**config.mk**
```make
export PLATFORM = sky130hd
export DESIGN_NAME = stepped_line_point_generator_unit
export DESIGN_NICKNAME = d
export VERILOG_FILES = /design/src/hdl/slpg_pkg.sv /design/src/hdl/stepped_line_point_generator_unit.sv /design/src/hdl/slpg_prep.sv /design/src/hdl/slpg_core.sv /design/src/hdl/slpg_out.sv
export SDC_FILE = /design/constraint.sdc
export NUM_CORES = 1
export LEC_CHECK = 0
export BUFFER_PORTS_ARGS = -buffer_cell sky130_fd_sc_hd__buf_2
export CORE_ASPECT_RATIO = 0.7
export CORE_MARGIN = 2
export CORE_UTILIZATION = 30
export CTS_BUF_LIST = sky130_fd_sc_hd__clkbuf_2
export CTS_CLUSTER_DIAMETER = 80
export CTS_CLUSTER_SIZE = 12
export DETAILED_ROUTE_END_ITERATION = 8
export GPL_ROUTABILITY_DRIVEN = 0
export PLACE_DENSITY_LB_ADDON = 0.25
export SLEW_MARGIN = 5
export SYNTH_ARGS = -nofsm -noshare
export SYNTH_HDL_FRONTEND = slang
export SYNTH_SLANG_ARGS = --single-unit
```
**constraint.sdc**
```tcl
create_clock -name i_clk -period 8.8 [get_ports i_clk]
set_input_delay 0.88 -clock i_clk [delete_from_list [all_inputs] [get_ports i_clk]]
set_output_delay 0.88 -clock i_clk [all_outputs]
set_load 0.01 [all_outputs]
```
**src/hdl/slpg_pkg.sv**
```systemverilog
// Package for the stepped line point generator.
// Holds the prepared-item and result types used by the other modules; no dependencies.
`default_nettype none

package slpg_pkg;

    localparam int unsigned CoordW = 16;
    localparam int unsigned DistW  = 17;
    localparam int unsigned StepW  = 16;

    localparam logic FuncStart   = 1'b0;
    localparam logic FuncAdvance = 1'b1;

    typedef struct packed {
        logic                     func;
        logic signed [CoordW-1:0] start_x;
        logic signed [CoordW-1:0] start_y;
        logic        [DistW-1:0]  abs_dx;
        logic        [DistW-1:0]  abs_dy;
        logic        [DistW-1:0]  max_dist;
        logic                     x_down;
        logic                     y_down;
        logic        [StepW-1:0]  step_len;
    } t_prep;

    typedef struct packed {
        logic signed [CoordW-1:0] point_x;
        logic signed [CoordW-1:0] point_y;
        logic                     plot;
        logic                     done_res;
    } t_res;

endpackage

`default_nettype wire

```
**src/hdl/stepped_line_point_generator_unit.sv**
```systemverilog
// Stepped line point generator: top level.
// Items pass from the input register through the core into the result register.
// Throughput: one item per cycle while i_ready is high, set by the single
// line-state update per cycle.
// Reset (synchronous, active low) empties both registers, clears the line state
// and sets the step length to one. Uses slpg_prep, slpg_core, slpg_out, slpg_pkg.
`default_nettype none

module stepped_line_point_generator_unit (
    input  wire logic               i_clk,
    input  wire logic               i_rst_n,
    input  wire logic               i_valid,
    output logic                    o_ready,
    input  wire logic               i_func,
    input  wire logic signed [15:0] i_start_x,
    input  wire logic signed [15:0] i_start_y,
    input  wire logic signed [15:0] i_end_x,
    input  wire logic signed [15:0] i_end_y,
    input  wire logic signed [15:0] i_step_size,
    output logic                    o_valid,
    input  wire logic               i_ready,
    output logic signed [15:0]      o_point_x,
    output logic signed [15:0]      o_point_y,
    output logic                    o_plot,
    output logic                    o_done_res
);

    logic            advance;
    logic            prep_valid;
    logic            fire;
    slpg_pkg::t_prep prep;
    slpg_pkg::t_res  core_res;
    slpg_pkg::t_res  out_res;

    assign fire = prep_valid && advance;

    slpg_prep u_prep (
        .i_clk       (i_clk),
        .i_rst_n     (i_rst_n),
        .i_valid     (i_valid),
        .o_ready     (o_ready),
        .i_func      (i_func),
        .i_start_x   (i_start_x),
        .i_start_y   (i_start_y),
        .i_end_x     (i_end_x),
        .i_end_y     (i_end_y),
        .i_step_size (i_step_size),
        .i_advance   (advance),
        .o_valid     (prep_valid),
        .o_prep      (prep)
    );

    slpg_core u_core (
        .i_clk   (i_clk),
        .i_rst_n (i_rst_n),
        .i_fire  (fire),
        .i_prep  (prep),
        .o_res   (core_res)
    );

    slpg_out u_out (
        .i_clk     (i_clk),
        .i_rst_n   (i_rst_n),
        .i_fire    (fire),
        .i_res     (core_res),
        .i_ready   (i_ready),
        .o_advance (advance),
        .o_valid   (o_valid),
        .o_res     (out_res)
    );

    assign o_point_x  = out_res.point_x;
    assign o_point_y  = out_res.point_y;
    assign o_plot     = out_res.plot;
    assign o_done_res = out_res.done_res;

endmodule

`default_nettype wire

```
**src/hdl/slpg_prep.sv**
```systemverilog
// Input register of the stepped line point generator.
// Captures one item and precomputes deltas, directions and step length; uses slpg_pkg.
`default_nettype none

module slpg_prep (
    input  wire logic                  i_clk,
    input  wire logic                  i_rst_n,
    input  wire logic                  i_valid,
    output logic                       o_ready,
    input  wire logic                  i_func,
    input  wire logic signed [15:0]    i_start_x,
    input  wire logic signed [15:0]    i_start_y,
    input  wire logic signed [15:0]    i_end_x,
    input  wire logic signed [15:0]    i_end_y,
    input  wire logic signed [15:0]    i_step_size,
    input  wire logic                  i_advance,
    output logic                       o_valid,
    output slpg_pkg::t_prep            o_prep
);

    logic                   r_valid;
    slpg_pkg::t_prep        r_prep;
    slpg_pkg::t_prep        n_prep;
    logic signed [16:0]     dx;
    logic signed [16:0]     dy;
    logic        [16:0]     abs_step;

    assign o_ready = !r_valid || i_advance;
    assign o_valid = r_valid;
    assign o_prep  = r_prep;

    always_comb begin
        dx = 17'(i_end_x) - 17'(i_start_x);
        dy = 17'(i_end_y) - 17'(i_start_y);
        abs_step = i_step_size[15] ? 17'(-17'(i_step_size)) : 17'(i_step_size);
        n_prep.func     = i_func;
        n_prep.start_x  = i_start_x;
        n_prep.start_y  = i_start_y;
        n_prep.abs_dx   = dx[16] ? 17'(-dx) : 17'(dx);
        n_prep.abs_dy   = dy[16] ? 17'(-dy) : 17'(dy);
        n_prep.max_dist = (n_prep.abs_dx > n_prep.abs_dy) ? n_prep.abs_dx : n_prep.abs_dy;
        n_prep.x_down   = dx[16];
        n_prep.y_down   = dy[16];
        n_prep.step_len = (abs_step == 17'd0) ? 16'd1 : abs_step[15:0];
    end

    always_ff @(posedge i_clk) begin
        if (!i_rst_n) begin
            r_valid <= 1'b0;
        end else if (o_ready) begin
            r_valid <= i_valid;
        end
    end

    always_ff @(posedge i_clk) begin
        if (o_ready && i_valid) begin
            r_prep <= n_prep;
        end
    end

endmodule

`default_nettype wire

```
**src/hdl/slpg_core.sv**
```systemverilog
// Line state and at most one accumulator iteration per item.
// Updates the line state on each transfer from the input register; uses slpg_pkg.
`default_nettype none

module slpg_core (
    input  wire logic       i_clk,
    input  wire logic       i_rst_n,
    input  wire logic       i_fire,
    input  slpg_pkg::t_prep i_prep,
    output slpg_pkg::t_res  o_res
);

    logic signed [15:0] r_cur_x, n_cur_x;
    logic signed [15:0] r_cur_y, n_cur_y;
    logic        [17:0] r_acc_x, n_acc_x;
    logic        [17:0] r_acc_y, n_acc_y;
    logic        [16:0] r_abs_dx, n_abs_dx;
    logic        [16:0] r_abs_dy, n_abs_dy;
    logic        [16:0] r_max_dist, n_max_dist;
    logic               r_x_down, n_x_down;
    logic               r_y_down, n_y_down;
    logic        [17:0] r_iteration, n_iteration;
    logic        [15:0] r_step_len, n_step_len;
    logic        [15:0] r_step_phase, n_step_phase;
    logic               r_active, n_active;

    logic        [17:0] sum_x;
    logic        [17:0] sum_y;
    logic        [17:0] max_ext;
    logic               move_x;
    logic               move_y;
    logic               last;
    logic        [15:0] phase_inc;

    always_comb begin
        n_cur_x      = r_cur_x;
        n_cur_y      = r_cur_y;
        n_acc_x      = r_acc_x;
        n_acc_y      = r_acc_y;
        n_abs_dx     = r_abs_dx;
        n_abs_dy     = r_abs_dy;
        n_max_dist   = r_max_dist;
        n_x_down     = r_x_down;
        n_y_down     = r_y_down;
        n_iteration  = r_iteration;
        n_step_len   = r_step_len;
        n_step_phase = r_step_phase;
        n_active     = r_active;
        o_res.plot     = 1'b0;
        o_res.done_res = 1'b0;

        max_ext   = {1'b0, r_max_dist};
        sum_x     = r_acc_x + {1'b0, r_abs_dx};
        sum_y     = r_acc_y + {1'b0, r_abs_dy};
        move_x    = sum_x > max_ext;
        move_y    = sum_y > max_ext;
        last      = r_iteration == max_ext;
        phase_inc = r_step_phase + 16'd1;

        if (i_prep.func == slpg_pkg::FuncStart) begin
            n_step_len   = i_prep.step_len;
            n_abs_dx     = i_prep.abs_dx;
            n_abs_dy     = i_prep.abs_dy;
            n_max_dist   = i_prep.max_dist;
            n_x_down     = i_prep.x_down;
            n_y_down     = i_prep.y_down;
            n_cur_x      = i_prep.start_x;
            n_cur_y      = i_prep.start_y;
            n_acc_x      = 18'd0;
            n_acc_y      = 18'd0;
            n_iteration  = 18'd0;
            n_step_phase = 16'd0;
            n_active     = 1'b1;
            o_res.plot   = 1'b1;
        end else if (!r_active || (r_iteration > max_ext)) begin
            n_active       = 1'b0;
            o_res.done_res = 1'b1;
        end else begin
            n_acc_x = move_x ? 18'(sum_x - max_ext) : sum_x;
            n_acc_y = move_y ? 18'(sum_y - max_ext) : sum_y;
            if (move_x) begin
                n_cur_x = r_x_down ? 16'(r_cur_x - 16'sd1) : 16'(r_cur_x + 16'sd1);
            end
            if (move_y) begin
                n_cur_y = r_y_down ? 16'(r_cur_y - 16'sd1) : 16'(r_cur_y + 16'sd1);
            end
            if (move_x || move_y) begin
                o_res.plot   = (r_step_phase == 16'd0) || last;
                n_step_phase = (phase_inc >= r_step_len) ? 16'd0 : phase_inc;
            end
            n_iteration = r_iteration + 18'd1;
            if (last) begin
                o_res.done_res = 1'b1;
                n_active       = 1'b0;
            end
        end

        o_res.point_x = n_cur_x;
        o_res.point_y = n_cur_y;
    end

    always_ff @(posedge i_clk) begin
        if (!i_rst_n) begin
            r_cur_x      <= '0;
            r_cur_y      <= '0;
            r_acc_x      <= '0;
            r_acc_y      <= '0;
            r_abs_dx     <= '0;
            r_abs_dy     <= '0;
            r_max_dist   <= '0;
            r_x_down     <= 1'b0;
            r_y_down     <= 1'b0;
            r_iteration  <= '0;
            r_step_len   <= 16'd1;
            r_step_phase <= '0;
            r_active     <= 1'b0;
        end else if (i_fire) begin
            r_cur_x      <= n_cur_x;
            r_cur_y      <= n_cur_y;
            r_acc_x      <= n_acc_x;
            r_acc_y      <= n_acc_y;
            r_abs_dx     <= n_abs_dx;
            r_abs_dy     <= n_abs_dy;
            r_max_dist   <= n_max_dist;
            r_x_down     <= n_x_down;
            r_y_down     <= n_y_down;
            r_iteration  <= n_iteration;
            r_step_len   <= n_step_len;
            r_step_phase <= n_step_phase;
            r_active     <= n_active;
        end
    end

endmodule

`default_nettype wire

```
**src/hdl/slpg_out.sv**
```systemverilog
// Result register of the stepped line point generator.
// Holds one result until its transfer completes; uses slpg_pkg.
`default_nettype none

module slpg_out (
    input  wire logic      i_clk,
    input  wire logic      i_rst_n,
    input  wire logic      i_fire,
    input  slpg_pkg::t_res i_res,
    input  wire logic      i_ready,
    output logic           o_advance,
    output logic           o_valid,
    output slpg_pkg::t_res o_res
);

    logic           r_valid;
    slpg_pkg::t_res r_res;

    assign o_advance = !r_valid || i_ready;
    assign o_valid   = r_valid;
    assign o_res     = r_res;

    always_ff @(posedge i_clk) begin
        if (!i_rst_n) begin
            r_valid <= 1'b0;
        end else if (o_advance) begin
            r_valid <= i_fire;
        end
    end

    always_ff @(posedge i_clk) begin
        if (i_fire) begin
            r_res <= i_res;
        end
    end

endmodule

`default_nettype wire
```
==> flow_summary.toml <==
[placed_design]
dp_hpwl_mm = 49.7
placedCellCount = 3362
pre_cts_slack_ns = 2.37
place.port_buffers = 120

[global_route]
grt_usage_pct = 17.9
antenna_found_initial = 3
grt_pass1_vias = 17200
grt_pass1_wl_mm = 102
grt.overflow.total = 0
grt_start_max_net_pins = 73

[synthesis]
synth_ff_type = "dfxtp_1"
synth_commonest_cells = "nand2_1 (314), a21oi_1 (199), ha_1 (184), dfxtp_1 (174), nor2_1 (174)"
synth.distinct_cells = 118
synth_top_area_share_pct = 19.4
syn_nets = 2665
yosysMostFrequentCell = "nand2_1"
async_flop_share_pct = 0
yosysTopAreaCell = "edfxtp_1"
yosys-top-cells-area = "edfxtp_1 (19%), dfxtp_1 (17%), ha_1 (11%)"
ys_seq_area_share_pct = 35.9
synth-seq-cells = 310
synth.avg_cell_area_sq_um = 8.83
netlist_instances = 2388
synthesis.area_sq_um = 21100
synth-edff-count = 136
yosys_warnings = 0

[timing]
fin_crit_sh_pct = 71.3
setup_tns_ns = 0
period_needed_ns = 6.28
skew_ns = 0.101
maxSlewViolCount = 0
fmax_mhz = 159
setup_viol = 0
finalHoldViolations = 0
maxSlewHeadroom_pct = 18.7
worst_slew_pin_slew_ns = 1.22
worst_slack_ns = 2.52
rsz0062_at_grt = "no"

[drt]
top_layer_used = "met4"
vias_per_cell = 5.30
drc = 0
routed_wl_mm = 65.9
antenna_left = 0
vias = 18300
detail_route.iter0.violations = 1560
dr_wl_met2_mm = 25.7
wire_per_inst_um = 19.1
dr.pass1.iters = 7
met1_length_mm = 36.4
dr_wl_met3_mm = 3.13

[critical_path]
worst_setup_path_start_kind = "flop"
cp-end-kind = "flop"
path_max_fanout = 12
crit_arrival_ns = 7.32
required_ns = 9.84
worstReg2RegStart = "u_core.r_acc_x[2]"
startpoint = "u_core.r_acc_x[2]"
crit_type = "flop to flop"

[clocking]
cts_tree = "built"
cts-root-buf = "clkbuf_2"
cts_buffers = 29
cts_max_path_buffers = 3
insertion_delay_ns = 1.12
htree_num_levels = 1
clk_pin_slew_ns = 0.32
ctsResizeCount = 0
postCtsSetupBuffers = 0
cts.sinks = 310

[layout]
final_core_util_pct = 33.4
nets = 2793
layout.cells.non_filler = 3452
layout-drive-gt1-share_pct = 11.6
area_delta_synth_final_pct = 10.3

[hold_path]
worstHoldStart = "i_step_size[2]"
hp-class = "primary input to flop"

[die]
die_h_um = 226
core_sq_um = 69700
initial_core_util_pct = 30.2
floorplan.die.width_um = 321
top_level_ports = 121
dieArea_sq_um = 72400
num_rows = 81

[power]
leakagePower_nw = 9.43
finalPower_mw = 4.19
p_per_area_nw_per_um2 = 180
vdd_ir_drop_max_mv = 0.120

[flow_run]
drv_cap = 0

[outcome]
status = "finished, final reports clean"
==> registers in the layout, summed over array words and instances (netlist names), 16 cells and up <==
signal               cells
u_core.r_abs_dx         17
u_out.o_res             34
u_core.r_cur_x          16
u_core.r_cur_y          16
u_core.r_max_dist       17
u_core.r_abs_dy         17
u_core.r_step_len       16
u_core.r_iteration      18
u_core.r_acc_x          18
u_core.r_step_phase     16
u_prep.o_prep          102
u_core.r_acc_y          18
==> routing by layer <==
metal	global-route usage [%]	up-vias
li1	-	8926
met1	29.4	8911
met2	25.2	413
met3	1.67	38
met4	2.13	0
met5	0	-
==> where the power goes <==
part           switching, mW  internal (mW)  leakage [nW]
clock                  0.532          0.145         0.216
combinational           1.11          0.658          6.48
sequential            0.0645           1.67          2.73
total                   1.71           2.48          9.43
==> placed cells by master (no fill, tap or decap), drive strengths merged, types with 12 or more instances in the layout <==
cell type    instances
a211oi              33
nor2b               36
nand4               23
ha                 184
nor4                17
or3                 18
o211ai              14
a21o                68
o21a                22
nand2b              37
dlygate4sd3         36
inv                149
mux2                12
or2                 19
xnor2               98
clkbuf              50
nand2              314
nor3                59
nor2               176
nand3               43
a31oi               35
xor2                45
a21oi              199
o21ai              129
mux2i               31
o31ai               26
and3                19
dfxtp              174
buf                145
edfxtp             136
==> final timing paths <==
check,to,slack [ns],cells past startpoint
max,u_core.r_cur_x[11],2.52,19
min,u_prep.o_prep[2],0.11,2
max reg2reg,u_core.r_cur_x[11],2.52,19
min reg2reg,u_core.r_step_len[14],0.47,2
==> area by class of cell <==
class | instances | area [sq um]
Fill cell | 7243 | 46500
Multi-Input combinational cell | 1847 | 12600
Sequential cell | 310 | 7570
Timing Repair Buffer | 181 | 1150
Tap cell | 913 | 1140
Inverter | 147 | 552
Clock buffer | 50 | 250
Clock inverter | 2 | 7.51
Antenna cell | 2 | 5.00
==> timing repair <==
action / CTS / global route
hold endpoints to repair: 36 / 0
hold buffers: 36 / 0
endpoints found under the setup margin: 0 / 0
==> logic make-up (layout without fill, tap and decap cells) <==
logic type / count (synthesis) / after routing / share of synthesized area [%]
mux: 43 / 43 / 2.13
fa+ha+maj: 192 / 192 / 11.7
simple gates: 805 / 805 / 18.2
flops: 310 / 310 / 35.9
buf+inv: 231 / 380 / 4.55
xor+xnor: 143 / 143 / 5.98
compound gates: 664 / 664 / 21.6
other cells: 0 / 2 / 0
==> critical path, stage by stage (launching register included) <==
cell      delay, ns
dfxtp_1        0.39
ha_1           0.33
nor2b_1        0.15
o21ai_0        0.19
a21boi_0       0.19
o41ai_1        0.83
o31ai_1        0.27
o211ai_1       0.25
mux2_2         0.36
or2_2          0.32
ha_1           0.35
nand4_1        0.11
nor3_1         0.06
nand2_1        0.11
o211ai_1       0.12
o211ai_1       0.55
buf_4          0.31
a21oi_1        0.10
nor2_1         0.88
o221a_2        0.33
==> per-stage QoR <==
stage | area, sq um | hold WS [ns]
floorplan | 21100 | 0.429
global placement | 22600 | 0.442
detailed placement | 22600 | 0.447
CTS | 23300 | 0.000194
global route | 23300 | 0.0315
finish | 23300 | 0.113
(Power assumes the default switching activity.)
